[config.mk]
export PLATFORM = sky130hd
export DESIGN_NAME = dual_ema_macd_tracker
export DESIGN_NICKNAME = d
export VERILOG_FILES = /design/src/rtl/core/demt_pkg.sv /design/src/rtl/core/demt_shift_unit.sv /design/src/rtl/core/dual_ema_macd_tracker.sv
export SDC_FILE = /design/constraint.sdc
export NUM_CORES = 2
export LEC_CHECK = 0
export BUFFER_PORTS_ARGS = -buffer_cell sky130_fd_sc_hd__buf_2
export CELL_PAD_IN_SITES_DETAIL_PLACEMENT = 1
export CELL_PAD_IN_SITES_GLOBAL_PLACEMENT = 1
export CORE_UTILIZATION = 52
export DETAILED_ROUTE_END_ITERATION = 10
export GPL_ROUTABILITY_DRIVEN = 1
export MAX_ROUTING_LAYER = met4
export PLACE_DENSITY = 0.86
export SYNTH_ARGS = -nofsm -noshare
export SYNTH_HDL_FRONTEND = slang
export SYNTH_SLANG_ARGS = --single-unit
[constraint.sdc]
create_clock -name clk_i -period 14.3 [get_ports clk_i]
set_clock_uncertainty 0.15 [all_clocks]
set_input_delay 2.145 -clock clk_i [delete_from_list [all_inputs] [get_ports clk_i]]
set_output_delay 2.145 -clock clk_i [all_outputs]
set_load 0.01 [all_outputs]
[src/rtl/core/demt_pkg.sv]
// shared types, constants and helpers of the dual ema / macd tracker
package demt_pkg;

  // default widths
  localparam int PRICE_BITS_DEF  = 32;
  localparam int FRAC_BITS_DEF   = 16;
  localparam int PERIOD_BITS_DEF = 8;

  // period registers after reset
  localparam int FAST_PERIOD_RST = 12;
  localparam int SLOW_PERIOD_RST = 26;

  // configuration register indexes
  localparam int CFG_IDX_BITS = 2;
  localparam logic [CFG_IDX_BITS-1:0] REG_FAST_PERIOD = 2'd0;
  localparam logic [CFG_IDX_BITS-1:0] REG_SLOW_PERIOD = 2'd1;

  // operations of the shared shift unit
  typedef enum logic [1:0] {
    OP_MUL,
    OP_DIV_SUM,
    OP_DIV_WT
  } demt_op_e;

  typedef struct packed {
    logic     start;
    demt_op_e op;
  } demt_req_t;

  // working register width: holds a full running sum or the weight dividend
  function automatic int lo_bits(int price_bits, int frac_bits, int period_bits);
    int s;
    s = price_bits + period_bits;
    return (s > frac_bits + 2) ? s : frac_bits + 2;
  endfunction

endpackage

[src/rtl/core/demt_shift_unit.sv]
// shared one-bit-per-cycle shift-add multiplier and restoring divider
module demt_shift_unit #(
  parameter int PRICE_BITS  = demt_pkg::PRICE_BITS_DEF,
  parameter int FRAC_BITS   = demt_pkg::FRAC_BITS_DEF,
  parameter int PERIOD_BITS = demt_pkg::PERIOD_BITS_DEF
) (
  input  logic                clk_i,
  input  logic                rst_ni,
  input  demt_pkg::demt_req_t req_i,
  input  logic [demt_pkg::lo_bits(PRICE_BITS, FRAC_BITS, PERIOD_BITS)-1:0] a_i,
  input  logic [PRICE_BITS-1:0] b_i,
  output logic                done_o,
  output logic [PRICE_BITS-1:0] hi_o,
  output logic [demt_pkg::lo_bits(PRICE_BITS, FRAC_BITS, PERIOD_BITS)-1:0] lo_o
);
  import demt_pkg::*;

  localparam int LO_BITS   = lo_bits(PRICE_BITS, FRAC_BITS, PERIOD_BITS);
  localparam int SUM_BITS  = PRICE_BITS + PERIOD_BITS;
  localparam int SUM_SHIFT = LO_BITS - SUM_BITS;
  localparam int SW        = PRICE_BITS + 1;
  localparam int CW        = $clog2(LO_BITS + 1);
  localparam logic [CW-1:0] MUL_STEPS = CW'(FRAC_BITS + 1);
  localparam logic [CW-1:0] SUM_STEPS = CW'(SUM_BITS);
  localparam logic [CW-1:0] WT_STEPS  = CW'(FRAC_BITS + 2);

  logic                  busy_q;
  logic                  div_q;
  logic                  done_q;
  logic [CW-1:0]         cnt_q;
  logic [PRICE_BITS-1:0] hi_q;
  logic [LO_BITS-1:0]    lo_q;
  logic [PRICE_BITS-1:0] opnd_q;

  logic [SW-1:0]         x;
  logic [SW-1:0]         y;
  logic                  cin;
  logic [SW-1:0]         sum;
  logic                  neg;
  logic [PRICE_BITS-1:0] hi_d;
  logic [LO_BITS-1:0]    lo_d;

  // one adder serves both: add the multiplicand, or trial-subtract the divisor
  always_comb begin
    if (div_q) begin
      x   = SW'({hi_q[PERIOD_BITS:0], lo_q[LO_BITS-1]});
      y   = ~SW'(opnd_q);
      cin = 1'b1;
    end else begin
      x   = SW'(hi_q);
      y   = lo_q[0] ? SW'(opnd_q) : '0;
      cin = 1'b0;
    end
    sum = x + y + SW'(cin);
    neg = sum[SW-1];
    if (div_q) begin
      hi_d = neg ? PRICE_BITS'(x[PERIOD_BITS:0]) : PRICE_BITS'(sum[PERIOD_BITS:0]);
      lo_d = {lo_q[LO_BITS-2:0], ~neg};
    end else begin
      hi_d = sum[PRICE_BITS:1];
      lo_d = {sum[0], lo_q[LO_BITS-1:1]};
    end
  end

  always_ff @(posedge clk_i or negedge rst_ni) begin
    if (!rst_ni) begin
      busy_q <= 1'b0;
      div_q  <= 1'b0;
      done_q <= 1'b0;
      cnt_q  <= '0;
      hi_q   <= '0;
      lo_q   <= '0;
      opnd_q <= '0;
    end else if (req_i.start) begin
      busy_q <= 1'b1;
      done_q <= 1'b0;
      hi_q   <= '0;
      opnd_q <= b_i;
      unique case (req_i.op)
        OP_DIV_SUM: begin
          div_q <= 1'b1;
          cnt_q <= SUM_STEPS;
          lo_q  <= a_i << SUM_SHIFT;
        end
        OP_DIV_WT: begin
          // dividend is 2^(frac+1), left aligned
          div_q <= 1'b1;
          cnt_q <= WT_STEPS;
          lo_q  <= {1'b1, {(LO_BITS-1){1'b0}}};
        end
        default: begin
          div_q <= 1'b0;
          cnt_q <= MUL_STEPS;
          lo_q  <= a_i;
        end
      endcase
    end else if (busy_q) begin
      hi_q  <= hi_d;
      lo_q  <= lo_d;
      cnt_q <= cnt_q - CW'(1);
      if (cnt_q == CW'(1)) begin
        busy_q <= 1'b0;
        done_q <= 1'b1;
      end
    end else begin
      done_q <= 1'b0;
    end
  end

  assign done_o = done_q;
  assign hi_o   = hi_q;
  assign lo_o   = lo_q;

endmodule

[src/rtl/core/dual_ema_macd_tracker.sv]
// Dual EMA / MACD tracker. Takes unsigned fixed-point prices one word at a time and
// keeps a fast and a slow exponential average, each seeded with the mean of its
// first N samples, then returns both averages, their difference (MACD) and the
// change of the MACD since the last word. Every multiply and divide goes through
// one shared shift-add/subtract unit that resolves one bit per cycle, and that
// unit sets the rate: an ordinary word runs one multiply for each side, a side
// that is still filling skips the unit and only adds the word to its sum, and
// the word that seeds a side runs the mean divide and then the weight divide for
// that side. The input is not ready while a word is at work; a finished result
// waits in the output register while the next word is taken. Writing a period
// register restarts the stream.
module dual_ema_macd_tracker #(
  parameter int PRICE_BITS  = demt_pkg::PRICE_BITS_DEF,
  parameter int FRAC_BITS   = demt_pkg::FRAC_BITS_DEF,
  parameter int PERIOD_BITS = demt_pkg::PERIOD_BITS_DEF
) (
  input  logic                                  clk_i,
  input  logic                                  rst_ni,
  input  logic                                  cfg_valid_i,
  output logic                                  cfg_ready_o,
  input  logic [demt_pkg::CFG_IDX_BITS-1:0]     cfg_index_i,
  input  logic [PERIOD_BITS-1:0]                cfg_data_i,
  input  logic                                  in_valid_i,
  output logic                                  in_ready_o,
  input  logic [PRICE_BITS-1:0]                 price_i,
  output logic                                  out_valid_o,
  input  logic                                  out_ready_i,
  output logic [PRICE_BITS-1:0]                 fast_average_o,
  output logic                                  fast_ready_o,
  output logic [PRICE_BITS-1:0]                 slow_average_o,
  output logic                                  slow_ready_o,
  output logic signed [PRICE_BITS:0]            macd_o,
  output logic                                  macd_ready_o,
  output logic signed [PRICE_BITS+1:0]          macd_slope_o,
  output logic                                  slope_ready_o
);
  import demt_pkg::*;

  localparam int LO_BITS  = lo_bits(PRICE_BITS, FRAC_BITS, PERIOD_BITS);
  localparam int SUM_BITS = PRICE_BITS + PERIOD_BITS;
  localparam int WT_BITS  = FRAC_BITS + 1;
  localparam int CNT_BITS = PERIOD_BITS + 1;
  localparam logic [CNT_BITS-1:0]    CNT_MAX  = {1'b1, {PERIOD_BITS{1'b0}}};
  localparam logic [PERIOD_BITS-1:0] FAST_RST = PERIOD_BITS'(FAST_PERIOD_RST);
  localparam logic [PERIOD_BITS-1:0] SLOW_RST = PERIOD_BITS'(SLOW_PERIOD_RST);

  typedef enum logic [2:0] {
    ST_IDLE,
    ST_SIDE,
    ST_DIV_SUM,
    ST_DIV_WT,
    ST_MUL,
    ST_MACD,
    ST_EMIT
  } state_e;

  state_e                  state_q;
  logic                    sel_q;
  logic [PERIOD_BITS-1:0]  fast_period_q;
  logic [PERIOD_BITS-1:0]  slow_period_q;
  logic [CNT_BITS-1:0]     cnt_q;
  logic [PRICE_BITS-1:0]   price_q;
  logic [SUM_BITS-1:0]     sum_q [2];
  logic [PRICE_BITS-1:0]   ema_q [2];
  logic [WT_BITS-1:0]      wt_q  [2];
  logic [1:0]              ok_q;
  logic [PRICE_BITS:0]     macd_q;
  logic [PRICE_BITS:0]     prev_macd_q;
  logic                    prev_valid_q;

  logic                    out_valid_q;
  logic [PRICE_BITS-1:0]   fast_avg_q;
  logic [PRICE_BITS-1:0]   slow_avg_q;
  logic                    fast_rdy_q;
  logic                    slow_rdy_q;
  logic [PRICE_BITS:0]     macd_out_q;
  logic                    macd_rdy_q;
  logic [PRICE_BITS+1:0]   slope_q;
  logic                    slope_rdy_q;

  logic [PERIOD_BITS-1:0]  fast_p;
  logic [PERIOD_BITS-1:0]  slow_p;
  logic [PERIOD_BITS-1:0]  p_cur;
  logic                    n_le;
  logic                    n_eq;
  logic [SUM_BITS-1:0]     sum_new;
  logic [PRICE_BITS-1:0]   ema_cur;
  logic                    up;
  logic [PRICE_BITS-1:0]   diff;
  logic [PRICE_BITS:0]     q_mul;
  logic                    frac_nz;
  logic [PRICE_BITS-1:0]   ema_mul;
  logic                    both;
  logic [PRICE_BITS+1:0]   slope_d;
  logic                    cfg_clear;

  demt_req_t               req;
  logic [LO_BITS-1:0]      unit_a;
  logic [PRICE_BITS-1:0]   unit_b;
  logic                    unit_done;
  logic [PRICE_BITS-1:0]   unit_hi;
  logic [LO_BITS-1:0]      unit_lo;

  demt_shift_unit #(
    .PRICE_BITS  (PRICE_BITS),
    .FRAC_BITS   (FRAC_BITS),
    .PERIOD_BITS (PERIOD_BITS)
  ) u_unit (
    .clk_i  (clk_i),
    .rst_ni (rst_ni),
    .req_i  (req),
    .a_i    (unit_a),
    .b_i    (unit_b),
    .done_o (unit_done),
    .hi_o   (unit_hi),
    .lo_o   (unit_lo)
  );

  always_comb begin
    // a period of zero behaves as one
    fast_p  = (fast_period_q == '0) ? PERIOD_BITS'(1) : fast_period_q;
    slow_p  = (slow_period_q == '0) ? PERIOD_BITS'(1) : slow_period_q;
    p_cur   = sel_q ? slow_p : fast_p;
    n_le    = cnt_q <= {1'b0, p_cur};
    n_eq    = cnt_q == {1'b0, p_cur};
    sum_new = sum_q[sel_q] + SUM_BITS'(price_q);
    ema_cur = ema_q[sel_q];
    up      = price_q >= ema_cur;
    diff    = up ? price_q - ema_cur : ema_cur - price_q;

    // floor on the way up, ceiling on the way down
    q_mul   = {unit_hi, unit_lo[LO_BITS-1]};
    frac_nz = |unit_lo[LO_BITS-2 -: FRAC_BITS];
    ema_mul = up ? ema_cur + PRICE_BITS'(q_mul)
                 : ema_cur - PRICE_BITS'(q_mul) - PRICE_BITS'(frac_nz);

    both    = ok_q[0] & ok_q[1];
    slope_d = {macd_q[PRICE_BITS], macd_q} - {prev_macd_q[PRICE_BITS], prev_macd_q};

    req.start = 1'b0;
    req.op    = OP_MUL;
    unit_a    = LO_BITS'(wt_q[sel_q]);
    unit_b    = diff;
    if (state_q == ST_SIDE) begin
      if (!n_le) begin
        req.start = 1'b1;
      end else if (n_eq) begin
        req.start = 1'b1;
        req.op    = OP_DIV_SUM;
        unit_a    = LO_BITS'(sum_new);
        unit_b    = PRICE_BITS'(p_cur);
      end
    end else if (state_q == ST_DIV_SUM && unit_done) begin
      req.start = 1'b1;
      req.op    = OP_DIV_WT;
      unit_b    = PRICE_BITS'(p_cur) + PRICE_BITS'(1);
    end

    cfg_clear = cfg_valid_i &&
                (cfg_index_i == REG_FAST_PERIOD || cfg_index_i == REG_SLOW_PERIOD);
  end

  always_ff @(posedge clk_i or negedge rst_ni) begin
    if (!rst_ni) begin
      state_q       <= ST_IDLE;
      sel_q         <= 1'b0;
      fast_period_q <= FAST_RST;
      slow_period_q <= SLOW_RST;
      cnt_q         <= '0;
      price_q       <= '0;
      sum_q[0]      <= '0;
      sum_q[1]      <= '0;
      ema_q[0]      <= '0;
      ema_q[1]      <= '0;
      wt_q[0]       <= '0;
      wt_q[1]       <= '0;
      ok_q          <= '0;
      macd_q        <= '0;
      prev_macd_q   <= '0;
      prev_valid_q  <= 1'b0;
      out_valid_q   <= 1'b0;
      fast_avg_q    <= '0;
      slow_avg_q    <= '0;
      fast_rdy_q    <= 1'b0;
      slow_rdy_q    <= 1'b0;
      macd_out_q    <= '0;
      macd_rdy_q    <= 1'b0;
      slope_q       <= '0;
      slope_rdy_q   <= 1'b0;
    end else begin
      if (out_valid_q && out_ready_i) begin
        out_valid_q <= 1'b0;
      end

      unique case (state_q)
        ST_IDLE: begin
          if (in_valid_i) begin
            price_q <= price_i;
            cnt_q   <= (cnt_q == CNT_MAX) ? cnt_q : cnt_q + CNT_BITS'(1);
            sel_q   <= 1'b0;
            state_q <= ST_SIDE;
          end
        end
        ST_SIDE: begin
          ok_q[sel_q] <= !n_le || n_eq;
          if (n_le) begin
            sum_q[sel_q] <= sum_new;
          end
          if (!n_le) begin
            state_q <= ST_MUL;
          end else if (n_eq) begin
            state_q <= ST_DIV_SUM;
          end else if (!sel_q) begin
            sel_q <= 1'b1;
          end else begin
            state_q <= ST_MACD;
          end
        end
        ST_DIV_SUM: begin
          if (unit_done) begin
            ema_q[sel_q] <= unit_lo[PRICE_BITS-1:0];
            state_q      <= ST_DIV_WT;
          end
        end
        ST_DIV_WT: begin
          if (unit_done) begin
            wt_q[sel_q] <= unit_lo[WT_BITS-1:0];
            if (!sel_q) begin
              sel_q   <= 1'b1;
              state_q <= ST_SIDE;
            end else begin
              state_q <= ST_MACD;
            end
          end
        end
        ST_MUL: begin
          if (unit_done) begin
            ema_q[sel_q] <= ema_mul;
            if (!sel_q) begin
              sel_q   <= 1'b1;
              state_q <= ST_SIDE;
            end else begin
              state_q <= ST_MACD;
            end
          end
        end
        ST_MACD: begin
          macd_q  <= both ? {1'b0, ema_q[0]} - {1'b0, ema_q[1]} : '0;
          state_q <= ST_EMIT;
        end
        ST_EMIT: begin
          // wait for the output register to free up
          if (!out_valid_q || out_ready_i) begin
            out_valid_q <= 1'b1;
            fast_avg_q  <= ok_q[0] ? ema_q[0] : '0;
            slow_avg_q  <= ok_q[1] ? ema_q[1] : '0;
            fast_rdy_q  <= ok_q[0];
            slow_rdy_q  <= ok_q[1];
            macd_out_q  <= macd_q;
            macd_rdy_q  <= both;
            slope_q     <= (both && prev_valid_q) ? slope_d : '0;
            slope_rdy_q <= both && prev_valid_q;
            if (both) begin
              prev_macd_q  <= macd_q;
              prev_valid_q <= 1'b1;
            end
            state_q <= ST_IDLE;
          end
        end
        default: state_q <= ST_IDLE;
      endcase

      if (cfg_valid_i && cfg_index_i == REG_FAST_PERIOD) begin
        fast_period_q <= cfg_data_i;
      end
      if (cfg_valid_i && cfg_index_i == REG_SLOW_PERIOD) begin
        slow_period_q <= cfg_data_i;
      end
      // new period restarts the stream
      if (cfg_clear) begin
        cnt_q        <= '0;
        sum_q[0]     <= '0;
        sum_q[1]     <= '0;
        ema_q[0]     <= '0;
        ema_q[1]     <= '0;
        wt_q[0]      <= '0;
        wt_q[1]      <= '0;
        ok_q         <= '0;
        macd_q       <= '0;
        prev_macd_q  <= '0;
        prev_valid_q <= 1'b0;
      end
    end
  end

  assign cfg_ready_o    = 1'b1;
  assign in_ready_o     = state_q == ST_IDLE;
  assign out_valid_o    = out_valid_q;
  assign fast_average_o = fast_avg_q;
  assign fast_ready_o   = fast_rdy_q;
  assign slow_average_o = slow_avg_q;
  assign slow_ready_o   = slow_rdy_q;
  assign macd_o         = $signed(macd_out_q);
  assign macd_ready_o   = macd_rdy_q;
  assign macd_slope_o   = $signed(slope_q);
  assign slope_ready_o  = slope_rdy_q;

endmodule

After elaboration in Yosys (flattened, before gate mapping):

Cells that the tools add are included.

* add/subtract/negate cells: 13
* order comparisons: 6
* eq/ne operators: 23
* muxes and demuxes: 108
* bitwise gates (word level): 4
* reductions and logical operators: 42

Operators by type and width (number)
* $mux W32: 17
* $mux W40: 11
* $mux W33: 8
* $mux W80: 3
* $mux W64: 3
* $mux W34: 4
* $bwmux W64: 2
* $pmux W64 S2: 1
* $sub A32 B32 Y32: 3
* $bwmux W80: 1
* $mux W17: 4
* $mux W9: 5
* $add A40 B32 Y40: 1
* $demux W40 S1: 1
* $bwmux W34: 1
* $sub A33 B33 Y34: 1
* $add A32 B33 Y33: 1
* $add A33 B1 Y33: 1
* $mux W3: 11
* $not A32 Y33: 1
* $sub A32 B32 Y33: 1
* $add A32 B32 Y32: 1
* $demux W32 S1: 1
* $ge A32 B32 Y1: 1
* other kinds (48): 112

* register bits after elaboration: 557
* input bits: 47
* logic and storage cells: 228

Depth between registers and ports, before layout:

* depth in word-level cells: 11
* depth in mapped cells: 26
* depth with buffers taken out: 22

Cells and area by module:

From an unflattened synthesis, not the netlist that was laid out.

* cell total of the unflattened synthesis: 4346
* area, all modules: 38310.5 um2

Modules (own cells, without submodules)
* dual_ema_macd_tracker: times used 1, cells an instance 3556, area each 31223.7 um2
* demt_shift_unit: times used 1, cells an instance 790, area each 7086.8 um2

Worst setup path before layout:

OpenSTA, ideal clock, no wires.

* path type: register -> register
* start: register u_unit.div_q
* end: register u_unit.hi_q[1], in the netlist u_unit.hi_o[1]
* setup time: 0.072 ns
* arrival time: 5.299 ns
* required time: 14.078 ns
* path slack: 8.778 ns
* cell stages (with the launch flop): 25
* path buffers: 4
* clock period less this slack: 5.522 ns
* cells stage by stage: dfrtp_1 > clkbuf_1 > buf_1 > clkbuf_1 > nand2_1 > o21ai_0 > fa_1 > inv_1 > fa_1 > nor2b_1 > o21a_1 > o21ai_0 > a21oi_1 > a41oi_1 > o41ai_1 > o21bai_1 > a21oi_1 > a21o_1 > a21o_1 > ha_1 > clkbuf_1 > mux2_2 > o21ai_0 > mux2i_1 > nor2_1

* cells in the longest elaborated chain, start to end: 7

RTL lines
* start, declared: RTL line demt_shift_unit.sv:28 `logic div_q;`
* start signal, assigned: RTL line demt_shift_unit.sv:68 `div_q <= 1'b0;`
* start signal, assigned: RTL line demt_shift_unit.sv:81 `div_q <= 1'b1;`
* start signal, assigned: RTL line demt_shift_unit.sv:87 `div_q <= 1'b1;`
* $mux W32 / $mux W33 (equally long branches): RTL line demt_shift_unit.sv:45 `if (div_q) begin`
* $add A32 B33 Y33: RTL line demt_shift_unit.sv:54 `sum = x + y + SW'(cin);`
* $add A33 B1 Y33: RTL line demt_shift_unit.sv:54
* $mux W9: RTL line demt_shift_unit.sv:57 `hi_d = neg ? PRICE_BITS'(x[PERIOD_BITS:0]) : PRICE_BITS'(sum[PERIOD_BITS:0]);`
* $mux W32 *: RTL line demt_shift_unit.sv:56 `if (div_q) begin`
* $mux W32 *: RTL line demt_shift_unit.sv:97 `end else if (busy_q) begin`
* $mux W32 *: RTL line demt_shift_unit.sv:74 `end else if (req_i.start) begin`
* end signal, assigned: RTL line demt_shift_unit.sv:98 `hi_q <= hi_d;`
* end, declared: RTL line demt_shift_unit.sv:31 `logic [PRICE_BITS-1:0] hi_q;`

Mark *: on every way between the ends. The rest lies on a longest branch, timed or not. The select of a mux whose other input is x is not followed.
A chain may end at the register's enable or synchronous reset.

Final worst setup path:

Same ends and word-level chain as after synthesis.

==> results.md <==
* Setup_tns at 0 ns
* EDFF count, synth at 0
* H-Tree Depth at 3
* Final ANT Viol Nets at 0
* Final period util at 45.65%
* Worst Path Required at 14.71 ns
* NumNets Final at 4930
* Post_cts resized at 0
* Hold_buf cts at 0
* Synth unique cells at 98
* Worst setup SP type: flop
* Total of max-cap violations at 0
* Leak at 21.11 nW
* Total GRT Usage at 39.28%
* Minimum clock period at 6.528 ns
* Outcome: finished with violations
* Yosys warnings at 0
* CTS root buf: clkbuf_16
* PwrDens at 208.7 nW/um^2
* Pre-antenna DRT Iters at 10
* Crit path DAT at 6.94 ns
* Wire per inst at 25.89 um
* CTS max path bufs at 3
* Worst-Margin Slew at 1.192 ns
* Initial antenna violation count at 2
* Crit path buffers/inverters at 3
* Final Hold Vio Count at 0
* Yosys reg bits at 557
* Final setup vio count at 0
* DR iter-0 viols at 3269
* Hold Path Class: flop to flop
* Die H at 274.6 um
* Synthesized area at 38640 um^2
* Async SR Flop Fraction at 100.0%
* Syn avg cell area at 8.615 um^2
* Starting Density at 52.78%
* Peak supply drop at 146.4 uV
* Failing checks: design-rule violations
* Largest delay share family, worst path: compound AO/OA/AOI/OAI gates
* DR vias/cell at 6.454
* Cell mode on critical path: o21ai_0
* Register-to-register setup slack at 7.77 ns
* Relative slew slack at 20.56%
* CP endpoint kind: flop
* Worst-path clk slew at 0.06 ns
* Remaining global-route overflow at 0
* Cell chain of the critical path: buf_4 -> nand2_1 -> o21ai_0 -> fa_1 -> inv_1 -> fa_1 -> nor2b_1 -> o21a_1 -> o21ai_0 -> a21oi_1 -> a41oi_1 -> o41ai_1 -> buf_4 -> o21bai_1 -> a21oi_1 -> a21o_1 -> a21o_1 -> ha_1 -> mux2_2 -> o21ai_0 -> mux2i_1 -> nor2_1
* Area Overhead vs Synth at 10.58%
* Ys flop type: dfrtp_1
* Die area at 75400 um^2
* Core Footprint at 73210 um^2
* Largest net degree at the start of global routing at 145
* Routed Wire Length at 144700 um
* Synth Net Count at 4837
* Number of fill cells at 8590
* Max-slew violation count at 0
* Vias in the first global route at 37120
* Max Fanout on Critical Path at 58
* First-pass GRT wire length at 222000 um
* Gate Count Post-Synth at 4485
* CTS tree: done
* Final GP Congestion at 0.9742
* Post-CTS setup buffer count at 0
* Sequential area share after synthesis at 36.09%
* Slowest cell on crit path: dfrtp_4
* Die Wd at 274.6 um
* FP Rows at 99
* Clk sinks at 557
* Post-route cell area at 42730 um^2
* Slowest stage delay, CP at 0.79 ns
* TritonCTS buffer count at 67
* Via count at 36056
* Port Buffers at 183
* FMAX at 153.2 MHz
* Placed inst area at 40480 um^2
* Worst setup path category: flop to flop
* Residual DRC at 21
* Share of layout cells above drive strength 1 at 10.81%
* HPWL Detailed at 105600 um
* Unrepaired setup endpoints after global routing: no
* I/O Pins at 185
* Clock latency on the worst-skew pair at 0.64 ns
[report_power, final]
part           internal [W]  switching, W  total [W]
Clock               0.00104      0.000745    0.00179
Combinational       0.00172       0.00306    0.00478
Sequential          0.00185      0.000496    0.00235
Total               0.00461       0.00430    0.00892
[registers in the layout (all words and copies together), names as in the netlist, 6 cells and up]
signal	cells
u_unit.cnt_q	6
u_unit.opnd_q	32
wt_q	34
ema_q	64
price_q	32
sum_q	80
fast_period_q	8
macd_o	33
u_unit.hi_o	32
slow_period_q	8
u_unit.lo_o	40
slow_average_o	32
fast_average_o	32
macd_q	33
prev_macd_q	33
cnt_q	9
macd_slope_o	34
[final timing paths]
| path | startpoint | endpoint | cells after the start |
|---|---|---|---|
| max | u_unit.div_q | u_unit.hi_o[1] | 22 |
| min | sum_q[39] | sum_q[39] | 2 |
| max reg2reg | u_unit.div_q | u_unit.hi_o[1] | 22 |
| min reg2reg | sum_q[39] | sum_q[39] | 2 |
| max in group asynchronous | rst_ni | u_unit.busy_q | 3 |
| min in group asynchronous | rst_ni | wt_q[25] | 1 |
[stage by stage]
step           utilization, %  total power (W)  setup WS, ns  hold slack, ns  cells
3_3_place_gp            55.30         0.006825         8.042          0.2964   5468
4_1_cts                 58.36         0.008809         7.854          0.3159   5586
5_1_grt                 58.37         0.009372         7.463          0.3516   5587
6_report                58.37         0.008918         7.773          0.3111   5587
3_5_place_dp            55.30         0.006954         7.918          0.3032   5468
2_1_floorplan               -         0.005497         8.778          0.2831   4485
[per-layer routing]
metal	up-vias	global-route usage, %	part of all wire [%]
li1	16122	-	-
met1	18242	49.38	42
met2	1314	63.29	47
met3	378	5.211	6.1
met4	0	17.12	4.8
met5	-	-	0
[kinds of logic (layout without fill, tap and decap cells)]
logic type	Yosys count	count (layout)	synth area share [%]
AO/OA/AOI/OAI	1364	1364	22.93
XOR/XNOR	210	210	4.760
adder cells (fa/ha/maj)	305	305	10.07
buffers and inverters	487	629	4.906
flip-flops	557	557	36.09
multiplexers	197	197	5.350
other	1	2	0.009705
AND/OR/NAND/NOR	1364	1364	15.89
[worst reg2reg max path, cell delays in order (launching register included)]
cell	delay [ns]
dfrtp_4	0.79
buf_4	0.72
nand2_1	0.10
o21ai_0	0.18
fa_1	0.26
inv_1	0.06
fa_1	0.46
nor2b_1	0.14
o21a_1	0.14
o21ai_0	0.11
a21oi_1	0.34
a41oi_1	0.33
o41ai_1	0.40
buf_4	0.21
o21bai_1	0.09
a21oi_1	0.43
a21o_1	0.19
a21o_1	0.11
ha_1	0.47
mux2_2	0.40
o21ai_0	0.16
mux2i_1	0.10
nor2_1	0.11
[synth_stat cells, drive strengths merged, types with 16 or more instances]
cell type,count,share of area [%]
nand2,658,6.4
dfrtp,552,36
o21ai,394,5.1
a21oi,318,4.1
ha,295,9.6
inv,258,2.5
nor2,239,2.3
clkbuf,182,1.8
a22o,144,3.3
xnor2,127,2.9
mux2i,124,3.2
nand3,123,1.6
a21o,109,2.1
xor2,83,1.9
mux2,73,2.1
nor3,73,0.97
nor2b,66,1.1
o21bai,49,0.95
buf,46,0.62
and3,38,0.62
o211ai,38,0.74
nand4,37,0.60
o21a,36,0.70
nand2b,35,0.57
a31oi,32,0.57
o31ai,31,0.60
a211oi,30,0.58
nor4,20,0.34
or3,19,0.31
a21boi,16,0.31
[area by class of cell]
| type | count | area [um^2] | share of cell area, % |
|---|---|---|---|
| Timing Repair Buffer | 252 | 1456 | 3.409 |
| Inverter | 259 | 972.2 | 2.275 |
| Tap cell | 959 | 1200 | 2.808 |
| Multi-Input combinational cell | 3441 | 22900 | 53.60 |
| Sequential cell | 557 | 13950 | 32.66 |
| Clock buffer | 96 | 1947 | 4.557 |
| Clock inverter | 22 | 294.0 | 0.6882 |
| Antenna cell | 1 | 2.502 | 0.005857 |
[layout by cell type, fill, tap and decap left out, types with 15 or more instances in the layout]
master,n
nand2_1,658
dfrtp_1,549
o21ai_0,375
a21oi_1,314
ha_1,295
inv_1,256
nor2_1,229
buf_2,182
a22o_1,144
xnor2_1,127
mux2i_1,124
nand3_1,123
a21o_1,109
xor2_1,83
mux2_2,71
nor3_1,69
clkbuf_16,68
buf_4,68
nor2b_1,64
o21bai_1,49
o211ai_1,38
and3_1,38
nand4_1,37
o21a_1,36
nand2b_1,34
o31ai_1,31
a211oi_1,30
a31oi_1,30
o21ai_1,19
or3_1,19
nor4_1,18
a32oi_1,15
Note: power is estimated with default switching activity, not from simulation.
